`src/wcc_pkg.sv`:
```
// Package for the warp coalescing counter: sizes, shared types and the
// saturating byte-total helper. No dependencies.
package wcc_pkg;

    // Chunk and line geometry
    localparam int CHUNK_SIZE = 32;
    localparam int LINE_BYTES = 32;
    localparam int ELEM_BYTES = 8;
    localparam int LINE_SHIFT = $clog2(LINE_BYTES / ELEM_BYTES);
    localparam int BYTE_SHIFT = $clog2(LINE_BYTES);

    // Field widths
    localparam int IDX_W  = 63;
    localparam int LINE_W = IDX_W - LINE_SHIFT;
    localparam int CNT_W  = 6;
    localparam int SLOT_W = $clog2(CHUNK_SIZE);
    localparam int POS_W  = 12;
    localparam int ROW_W  = 13;
    localparam int TOT_W  = 63;

    // Row length limits
    localparam logic [ROW_W-1:0] ROW_MIN   = ROW_W'(1);
    localparam logic [ROW_W-1:0] ROW_MAX   = ROW_W'(4096);
    localparam logic [ROW_W-1:0] ROW_RESET = ROW_W'(32);
    localparam logic [CNT_W-1:0] CHUNK_CNT = CNT_W'(CHUNK_SIZE);

    // Control word from the counter to the line store
    typedef struct packed {
        logic             wr_en;
        logic [CNT_W-1:0] used;
    } t_cam_ctrl;

    // Add count * LINE_BYTES to a running total, clamping at the top
    function automatic logic [TOT_W-1:0] sat_add(input logic [TOT_W-1:0] total,
                                                 input logic [CNT_W-1:0] count);
        logic [TOT_W:0] ext;
        logic [TOT_W:0] sum;
        ext = (TOT_W+1)'(count) << BYTE_SHIFT;
        sum = {1'b0, total} + ext;
        return sum[TOT_W] ? {TOT_W{1'b1}} : sum[TOT_W-1:0];
    endfunction

endpackage

```
`src/warp_coalescing_counter.sv`:
```
// Warp coalescing counter: top level with the word register, chunk counters
// and result register. Depends on wcc_pkg and wcc_line_cam.
//
// Usage:
//   Input channel (i_in_valid / o_in_ready) carries one sample index per
//   word. Each index maps to a 32-byte cache line. Words are grouped into
//   rows of row_length indices and each row into chunks of up to 32.
//   Output channel (o_out_valid / i_out_ready) carries one word per chunk:
//   fetched and saved line counts, saturating byte totals and row_done.
//   Config channel (i_cfg_valid / o_cfg_ready) writes row_length; always
//   ready, to be written only while the block is idle.
//   Order: an index is registered on acceptance and processed from the
//   input register; a chunk result is loaded into the result register at
//   the edge that processes its last index.
//   Throughput: one index per cycle unless a chunk result stalls, set by
//   the combinational compare of a new line against all occupied entries.
//   Reset: counters, totals and both valids clear; row_length returns to 32.
//   The line store needs no clearing.
//   Stall: a waiting result holds; indices that end no chunk still flow,
//   and an index that ends a chunk waits in the input register.
module warp_coalescing_counter
    import wcc_pkg::*;
(
    input  logic             i_clk,
    input  logic             i_rst_n,
    input  logic             i_cfg_valid,
    output logic             o_cfg_ready,
    input  logic [ROW_W-1:0] i_cfg_row_length,
    input  logic             i_in_valid,
    output logic             o_in_ready,
    input  logic [IDX_W-1:0] i_sample_index,
    output logic             o_out_valid,
    input  logic             i_out_ready,
    output logic [CNT_W-1:0] o_chunk_fetched_lines,
    output logic [CNT_W-1:0] o_chunk_saved_lines,
    output logic [TOT_W-1:0] o_fetched_bytes_total,
    output logic [TOT_W-1:0] o_saved_bytes_total,
    output logic             o_row_done
);

    logic             r_row_length;
    logic [ROW_W-1:0] r_row_len;
    logic             r_in_valid;
    logic [IDX_W-1:0] r_idx;
    logic [CNT_W-1:0] r_chunk_fill;
    logic [CNT_W-1:0] r_chunk_fetched;
    logic [POS_W-1:0] r_row_pos;
    logic [TOT_W-1:0] r_fetched_bytes;
    logic [TOT_W-1:0] r_saved_bytes;
    logic             r_out_valid;
    logic [CNT_W-1:0] r_out_fetched;
    logic [CNT_W-1:0] r_out_saved;
    logic             r_out_row_done;

    logic [CNT_W-1:0] n_chunk_fill;
    logic [CNT_W-1:0] n_chunk_fetched;
    logic [CNT_W-1:0] n_saved;
    logic [ROW_W-1:0] n_pos;
    logic [ROW_W-1:0] eff_len;
    logic [LINE_W-1:0] line;
    logic             hit;
    logic             is_new;
    logic             row_end;
    logic             chunk_end;
    logic             out_free;
    logic             proc_fire;
    t_cam_ctrl        cam_ctrl;

    // Config port never stalls
    assign o_cfg_ready = 1'b1;

    always_ff @(posedge i_clk) begin
        if (!i_rst_n) begin
            r_row_length <= 1'b0;
            r_row_len    <= ROW_RESET;
        end else if (i_cfg_valid) begin
            r_row_length <= 1'b1;
            r_row_len    <= i_cfg_row_length;
        end
    end

    // Clamp the row length into its legal range
    always_comb begin
        if (r_row_len < ROW_MIN) begin
            eff_len = ROW_MIN;
        end else if (r_row_len > ROW_MAX) begin
            eff_len = ROW_MAX;
        end else begin
            eff_len = r_row_len;
        end
    end

    // Line number of the registered index
    assign line = r_idx[IDX_W-1:LINE_SHIFT];

    assign cam_ctrl.used  = r_chunk_fetched;
    assign cam_ctrl.wr_en = proc_fire && is_new;

    wcc_line_cam u_cam (
        .i_clk  (i_clk),
        .i_line (line),
        .i_ctrl (cam_ctrl),
        .o_hit  (hit)
    );

    // Chunk bookkeeping for the word in the input register
    always_comb begin
        is_new          = !hit && (r_chunk_fetched < CHUNK_CNT);
        n_chunk_fetched = r_chunk_fetched + CNT_W'(is_new);
        n_chunk_fill    = r_chunk_fill + CNT_W'(1);
        n_saved         = n_chunk_fill - n_chunk_fetched;
        n_pos           = {1'b0, r_row_pos} + ROW_W'(1);
        row_end         = (n_pos >= eff_len) || r_row_length == 1'b0 && n_pos >= eff_len;
        chunk_end       = (n_chunk_fill >= CHUNK_CNT) || row_end;
    end

    // Handshake: advance unless a chunk result cannot be placed
    assign out_free   = !r_out_valid || i_out_ready;
    assign proc_fire  = r_in_valid && (!chunk_end || out_free);
    assign o_in_ready = !r_in_valid || proc_fire;

    // Input register
    always_ff @(posedge i_clk) begin
        if (!i_rst_n) begin
            r_in_valid <= 1'b0;
        end else if (o_in_ready) begin
            r_in_valid <= i_in_valid;
        end
    end

    always_ff @(posedge i_clk) begin
        if (o_in_ready && i_in_valid) begin
            r_idx <= i_sample_index;
        end
    end

    // Chunk counters, row position and running totals
    always_ff @(posedge i_clk) begin
        if (!i_rst_n) begin
            r_chunk_fill    <= '0;
            r_chunk_fetched <= '0;
            r_row_pos       <= '0;
            r_fetched_bytes <= '0;
            r_saved_bytes   <= '0;
        end else if (proc_fire) begin
            if (chunk_end) begin
                r_chunk_fill    <= '0;
                r_chunk_fetched <= '0;
                r_row_pos       <= row_end ? '0 : n_pos[POS_W-1:0];
                r_fetched_bytes <= sat_add(r_fetched_bytes, n_chunk_fetched);
                r_saved_bytes   <= sat_add(r_saved_bytes, n_saved);
            end else begin
                r_chunk_fill    <= n_chunk_fill;
                r_chunk_fetched <= n_chunk_fetched;
                r_row_pos       <= n_pos[POS_W-1:0];
            end
        end
    end

    // Result register: hold until taken
    always_ff @(posedge i_clk) begin
        if (!i_rst_n) begin
            r_out_valid <= 1'b0;
        end else if (proc_fire && chunk_end) begin
            r_out_valid <= 1'b1;
        end else if (i_out_ready) begin
            r_out_valid <= 1'b0;
        end
    end

    always_ff @(posedge i_clk) begin
        if (proc_fire && chunk_end) begin
            r_out_fetched  <= n_chunk_fetched;
            r_out_saved    <= n_saved;
            r_out_row_done <= row_end;
        end
    end

    assign o_out_valid           = r_out_valid;
    assign o_chunk_fetched_lines = r_out_fetched;
    assign o_chunk_saved_lines   = r_out_saved;
    assign o_fetched_bytes_total = r_fetched_bytes;
    assign o_saved_bytes_total   = r_saved_bytes;
    assign o_row_done            = r_out_row_done;

endmodule

```
`src/wcc_line_cam.sv`:
```
// Line store of the current chunk with a parallel compare on every entry.
// Depends on wcc_pkg.
module wcc_line_cam
    import wcc_pkg::*;
(
    input  logic              i_clk,
    input  logic [LINE_W-1:0] i_line,
    input  t_cam_ctrl         i_ctrl,
    output logic              o_hit
);

    logic [LINE_W-1:0] r_store [CHUNK_SIZE];

    // Compare the line against every occupied entry
    always_comb begin
        o_hit = 1'b0;
        for (int i = 0; i < CHUNK_SIZE; i++) begin
            if ((CNT_W'(i) < i_ctrl.used) && (r_store[i] == i_line)) begin
                o_hit = 1'b1;
            end
        end
    end

    // Append a new line at the next free entry
    always_ff @(posedge i_clk) begin
        if (i_ctrl.wr_en) begin
            r_store[i_ctrl.used[SLOT_W-1:0]] <= i_line;
        end
    end

endmodule

```
`config.mk`:
```
export PLATFORM = sky130hd
export DESIGN_NAME = warp_coalescing_counter
export DESIGN_NICKNAME = d
export VERILOG_FILES = /design/src/wcc_pkg.sv /design/src/warp_coalescing_counter.sv /design/src/wcc_line_cam.sv
export SDC_FILE = /design/constraint.sdc
export NUM_CORES = 2
export LEC_CHECK = 0
export BUFFER_PORTS_ARGS = -buffer_cell sky130_fd_sc_hd__buf_2
export CORE_ASPECT_RATIO = 0.6
export CORE_UTILIZATION = 60
export CTS_CLUSTER_SIZE = 12
export DETAILED_ROUTE_END_ITERATION = 7
export PLACE_DENSITY_LB_ADDON = 0.05
export SYNTH_ARGS = -nofsm -noshare
export SYNTH_HDL_FRONTEND = slang
export SYNTH_SLANG_ARGS = --single-unit
```
`constraint.sdc`:
```
create_clock -name i_clk -period 22.7 [get_ports i_clk]
set_input_delay 4.54 -clock i_clk [delete_from_list [all_inputs] [get_ports i_clk]]
set_output_delay 4.54 -clock i_clk [all_outputs]
set_load 0.005 [all_outputs]
```
-- After elaboration in Yosys (flattened, before gate mapping)
Memory sizes are Yosys's and may differ from the RTL's.
Cells that the tools add are included.
- add/sub/neg operators: 6
- order comparisons: 37
- eq/ne operators: 32
- multiplexer cells: 44
- bitwise logic cells: 1
- reductions and logical operators: 49
- operator list (operator ; count):
    $eq A61 B61 Y1 ; 32
    $add A63 B11 Y64 ; 2
    $mux W63 ; 2
    $lt A5 B6 Y1 const A ; 16
    $lt A4 B6 Y1 const A ; 8
    $logic_and A1 B1 Y1 ; 38
    $mux W1 ; 36
    $mux W13 ; 2
    $lt A3 B6 Y1 const A ; 4
    $mux W12 ; 2
    $add A12 B1 Y13 const B ; 1
    $ge A13 B13 Y1 ; 1
    $gt A13 B13 Y1 const B ; 1
    $lt A13 B1 Y1 const B ; 1
    $lt A1 B6 Y1 const A ; 2
    $lt A2 B6 Y1 const A ; 2
    $mux W6 ; 2
    $add A6 B1 Y6 ; 1
    $add A6 B1 Y6 const B ; 1
    $ge A6 B6 Y1 const B ; 1
    $lt A6 B6 Y1 const B ; 1
    $sub A6 B6 Y6 ; 1
    $logic_or A1 B1 Y1 ; 5
    $logic_not A1 Y1 ; 4
    other kinds (3) ; 3
- bits in registers: 242
- bits in writable memories: 1952
- bits of input ports: 81
- output and inout port bits: 142
- logic and storage cells: 183
- memories: 1
- memory list (memory ; depth ; bits a word ; read ports ; clocked after Yosys merged registers in ; wr ports ; line ; RTL):
    u_cam.r_store ; 32 ; 61 ; 32 ; 0 ; 1 ; wcc_line_cam.sv:12 ; logic [LINE_W-1:0] r_store [CHUNK_SIZE];

-- Depth between registers and ports, before layout
An unclocked memory read counts as a cell.
- depth in word-level cells: 41
- gate-level depth with buffers: 31
- gate-level depth less buffers: 26

-- Modules after synthesis
Synthesis repeated with hierarchy kept, for this count alone.
- cells, all modules: 6088
- area, all modules: 92690.1 µm²
- modules (own cells, without submodules) (module ; times used ; cells an instance ; area each (µm²) ; sequential area each (µm²)):
    wcc_line_cam ; 1 ; 4954 ; 81633.3 ; 58616.2
    warp_coalescing_counter ; 1 ; 1134 ; 11056.9 ; 5365.1

-- Least setup slack after synthesis
No wires, ideal clock.
- path type: input port to flip-flop
- from: in i_out_ready
- to: mem u_cam.r_store[21][0] (netlist name), enable pin
- library setup time: 0.555 ns
- arrival: 9.738 ns
- slack: 12.407 ns
- stages on the path: 6
- cells stage by stage: nand2b_1 -> nand2_1 -> clkbuf_1 -> o31ai_2 -> nand4_1 -> nor3_1
- word-level cells in the longest chain between the ends: 6
- ends and longest elaborated chain (what ; line ; RTL):
    start, declared ; warp_coalescing_counter.sv:33 ; input logic i_out_ready,
    $logic_or A1 B1 Y1 ; warp_coalescing_counter.sv:118 ; assign out_free = !r_out_valid || i_out_ready;
    $logic_or A1 B1 Y1 ; warp_coalescing_counter.sv:119 ; assign proc_fire = r_in_valid && (!chunk_end || out_free);
    $logic_and A1 B1 Y1 ; warp_coalescing_counter.sv:119 ;
    $logic_and A1 B1 Y1 ; warp_coalescing_counter.sv:97 ; assign cam_ctrl.wr_en = proc_fire && is_new;
    $mux W1 ; wcc_line_cam.sv:26 ; if (i_ctrl.wr_en) begin
    $mux W1 (implied by the code) ; wcc_line_cam.sv:27 ; r_store[i_ctrl.used[SLOT_W-1:0]] <= i_line;
    end, declared ; wcc_line_cam.sv:12 ;
No other way between the ends.

-- Final worst setup path
- from: in i_out_ready
- to: out o_in_ready
- word-level cells in the longest chain between the ends: 4
- ends and longest elaborated chain (what ; line ; RTL):
    $logic_or A1 B1 Y1 ; warp_coalescing_counter.sv:118 ;
    $logic_or A1 B1 Y1 ; warp_coalescing_counter.sv:119 ;
    $logic_and A1 B1 Y1 ; warp_coalescing_counter.sv:119 ;
    $logic_or A1 B1 Y1 ; warp_coalescing_counter.sv:120 ; assign o_in_ready = !r_in_valid || proc_fire;
    end, declared ; warp_coalescing_counter.sv:30 ; output logic o_in_ready,
No other way between the ends.

==> key figures <==
Route
  – DR pass1 iterations: 7
  – DR WL/cell: around 30 um
  – Via count: 52,022
  – Antenna Nets Post-Route: 0
  – Routed wire length: approximately 250,000 um
  – DRC Markers: 0
  – Via/cell ratio: ~6.2
  – First DRT Iteration DRCs: about 7,000

Worst setup path
  – Data arrival, critical path: around 5.6 ns
  – Crit path cell chain: buf_2, nand2b_1, a211oi_1, inv_1, buf_2
  – Slowest CP cell: a211oi_1
  – Critical Path RT: between 15 and 20 ns
  – Setup CP Type: input pin to output pin
  – Max incr delay on CP: roughly 0.52 ns
  – Most frequent CP cell: buf_2
  – Worst Path Max Fanout: 5
  – CP startpoint kind: input pin
  – CP endpoint kind: output pin

Clock network
  – CTS Sinks: 2,122
  – Worst-path clk slew: around 0.06 ns
  – CTS resizes: 0
  – CTS root buffer: clkbuf_16
  – Worst skew pair latency: approximately 0.83 ns
  – H-tree depth: 4
  – CTS tree: built
  – Longest Clk Path Bufs: 3
  – Hold_buf cts: 0
  – CTS buffer count: 198
  – Post CTS Setup Buffer Count: 0

STA
  – Final Hold Fails: 0
  – Endpoints failing setup: 0
  – Clock Skew: 0.03454 ns
  – Period minus WS final: about 10 ns
  – Worst Tran Pin Value: between 1 and 1.5 ns
  – Slew margin rel.: 0.03585
  – Hold slack final: 0.4792 ns
  – FMAX: 98.95 MHz
  – Crit share post-route: 0.4452
  – Setup TNS Final: 0 ns
  – Max-slew violations: 0
  – RSZ-0062 raised after global routing: no

Finish
  – Share of cells above drive strength 1: 0.1133
  – Nets: around 6,400
  – Area Growth Syn to Fin: 10.54%

Synthesis
  – Multiplexer share of the synthesized area: 0.001771
  – Largest family of logic cells by synthesized area: XOR/XNOR gates
  – Cells after synthesis: slightly below 6,000
  – Mapped Nets: between 6,000 and 7,000
  – Synth unique cells: 93
  – Main synth FF type: edfxtp_1
  – Synthesized-area fraction occupied by adder cells: 0.005341
  – Synth Area in Simple Gates: 0.07243
  – Ys Warns: 0
  – Register area share after synthesis: 0.6873
  – Syn avg cell area: around 15 um2
  – Post-synth EDFFs: about 2,000
  – Post-synthesis compound-gate area fraction: 0.02582
  – FFs w/ async S/R, synth: 0
  – Xor and xnor area share after synthesis: 0.1854
  – Synthesized flop and latch total: around 2,100
  – Synthesized cell area: between 0.09 and 0.1 mm2

Die
  – Die X: 503.2 um
  – Num rows: between 100 and 150
  – Starting Density: 0.6094
  – Height of the die: roughly 300 um
  – Core Footprint: about 0.15 mm2
  – Die area: approximately 0.15 mm2
  – # IOs: approximately 220

Worst hold path
  – Min-delay worst type: flip-flop to flip-flop

Placed design
  – Gpl congestion: roughly 0.9
  – PortBufs: approximately 220
  – Dpl hpwl: 142,500 um

Run status
  – Status: completed

Job
  – Total of max-cap violations: 0

Power and ir drop
  – PD cells: just over 80 mW/mm2
  – Max IR drop VDD: around 91 uV
  – Leak: about 32 nW

Global route
  – Global route overflow: 0
  – All-Layer GR Usage: 0.3279
  – Initial antenna violation count: 12
  – First-pass GRT wire length: 352,300 um
  – Vias in the first global route: roughly 48,000
  – Largest net degree at the start of global routing: between 80 and 90
## kinds of logic after synthesis
logic type	count (synthesis)
AO/OA/AOI/OAI	339
XOR/XNOR	1912
adder cells (fa/ha/maj)	37
buffers and inverters	391
flip-flops	2122
multiplexers	16
other	1
AND/OR/NAND/NOR	1135
## cell usage after synthesis, types with 8 or more instances
cell type / n / area [um2]
buf_4: 66 / 495.5
o22ai_1: 29 / 181.4
ha_1: 33 / 412.9
inv_1: 74 / 277.8
nand2b_1: 28 / 175.2
mux2i_1: 16 / 160.2
a211oi_1: 11 / 82.58
o2111ai_1: 20 / 175.2
a21o_1: 12 / 90.09
o21ai_0: 61 / 305.3
xor2_1: 647 / 5667
nand3_1: 70 / 350.3
a21oi_1: 82 / 410.4
or3_1: 8 / 50.05
and4_1: 11 / 96.34
nand3b_1: 8 / 60.06
o211a_1: 10 / 100.1
buf_2: 174 / 870.8
clkbuf_1: 70 / 262.8
dfxtp_1: 157 / 3143
nand2_1: 118 / 442.9
edfxtp_1: 1965 / 59010
a22o_1: 10 / 87.58
and3_1: 39 / 244.0
xnor2_1: 1263 / 11060
o221ai_1: 8 / 70.07
nor2b_1: 11 / 68.82
nand4_1: 368 / 2302
nor3_1: 79 / 395.4
o21a_1: 11 / 82.58
a31oi_1: 26 / 162.7
nor4_1: 245 / 1533
nor2_1: 99 / 371.6
## layout make-up
type,count,area [um2]
antenna,1,2.502
clock buffer,262,5366
clock inverter,10,60.06
fill,10464,48430
inverter,75,282.8
multi-input combinational,3440,26460
sequential,2122,62150
tap,1998,2500
timing repair buffer,427,3133
## flip-flops by register name, indices dropped and copies added, names as in the netlist
signal,flops
o_chunk_saved_lines,6
r_idx,61
r_chunk_fetched,6
o_fetched_bytes_total,59
o_out_valid,1
o_saved_bytes_total,59
r_row_pos,12
r_row_len,13
u_cam.r_store,1891
o_chunk_fetched_lines,6
o_row_done,1
r_chunk_fill,6
r_in_valid,1
## power by group
part / internal (mW) / switching, mW
sequential: 4.33 / 0.0175
clock: 1.62 / 1.37
combinational: 0.215 / 0.501
total: 6.16 / 1.89
## per-stage QoR
| stage | cells | total power, mW | cell area (um2) | setup WS (ns) | utilization |
|---|---|---|---|---|---|
| floorplan | 5953 | 4.836 | 90420 | 12.41 | - |
| CTS | 8334 | 8.075 | 99950 | 12.61 | 0.6736 |
| global route | 8334 | 8.251 | 99950 | 12.47 | 0.6736 |
| detailed placement | 8062 | 5.131 | 94520 | 12.61 | 0.6370 |
| finish | 8335 | 8.051 | 99950 | 12.59 | 0.6736 |
| global placement | 8062 | 5.119 | 94520 | 12.60 | 0.6370 |
## cell usage in the layout, fill, tap and decap left out, types with 16 or more instances in the layout
cell type | synthesis | final
nor3_1 | 79 | 48
buf_12 | 0 | 38
clkbuf_1 | 70 | 53
mux2i_1 | 16 | 16
nand2_1 | 118 | 118
xor2_1 | 647 | 647
nor3_2 | 1 | 32
a21oi_1 | 82 | 82
ha_1 | 33 | 33
o21ai_0 | 61 | 61
buf_4 | 66 | 170
nand2b_1 | 28 | 28
clkbuf_16 | 0 | 204
edfxtp_1 | 1965 | 1965
a31oi_1 | 26 | 26
nand4_1 | 368 | 368
buf_2 | 174 | 219
nand3_1 | 70 | 70
xnor2_1 | 1263 | 1263
and3_1 | 39 | 39
dfxtp_1 | 157 | 157
o2111ai_1 | 20 | 20
nor4_1 | 245 | 245
nor2_1 | 99 | 99
o22ai_1 | 29 | 29
inv_1 | 74 | 73
## routing by layer
| metal | GRT usage | vias up | part of all wire |
|---|---|---|---|
| met2 | 0.4681 | 2824 | 0.43 |
| met3 | 0.06991 | 328 | 0.12 |
| met4 | 0.07530 | 2 | 0.020 |
| met1 | 0.5152 | 26461 | 0.44 |
| li1 | - | 22407 | - |
| met5 | 0 | - | 0.000048 |
## worst max-delay path, delay by kind of cell
family | cells | cell delay, ns
AO/OA/AOI/OAI | 1 | 0.52
buffers and inverters | 3 | 0.31
AND/OR/NAND/NOR | 1 | 0.19
## final timing paths
| check | to | slack [ns] | startpoint | depth (start not counted) |
|---|---|---|---|---|
| hold / removal | r_row_pos[11] | 0.48 | r_row_pos[11] | 2 |
| hold reg to reg | r_row_pos[11] | 0.48 | r_row_pos[11] | 2 |
| setup / recovery | o_in_ready | 12.59 | i_out_ready | 5 |
| setup reg to reg | o_saved_bytes_total[34] | 13.01 | r_idx[21] | 29 |
Power figures use the tool's default switching activity.
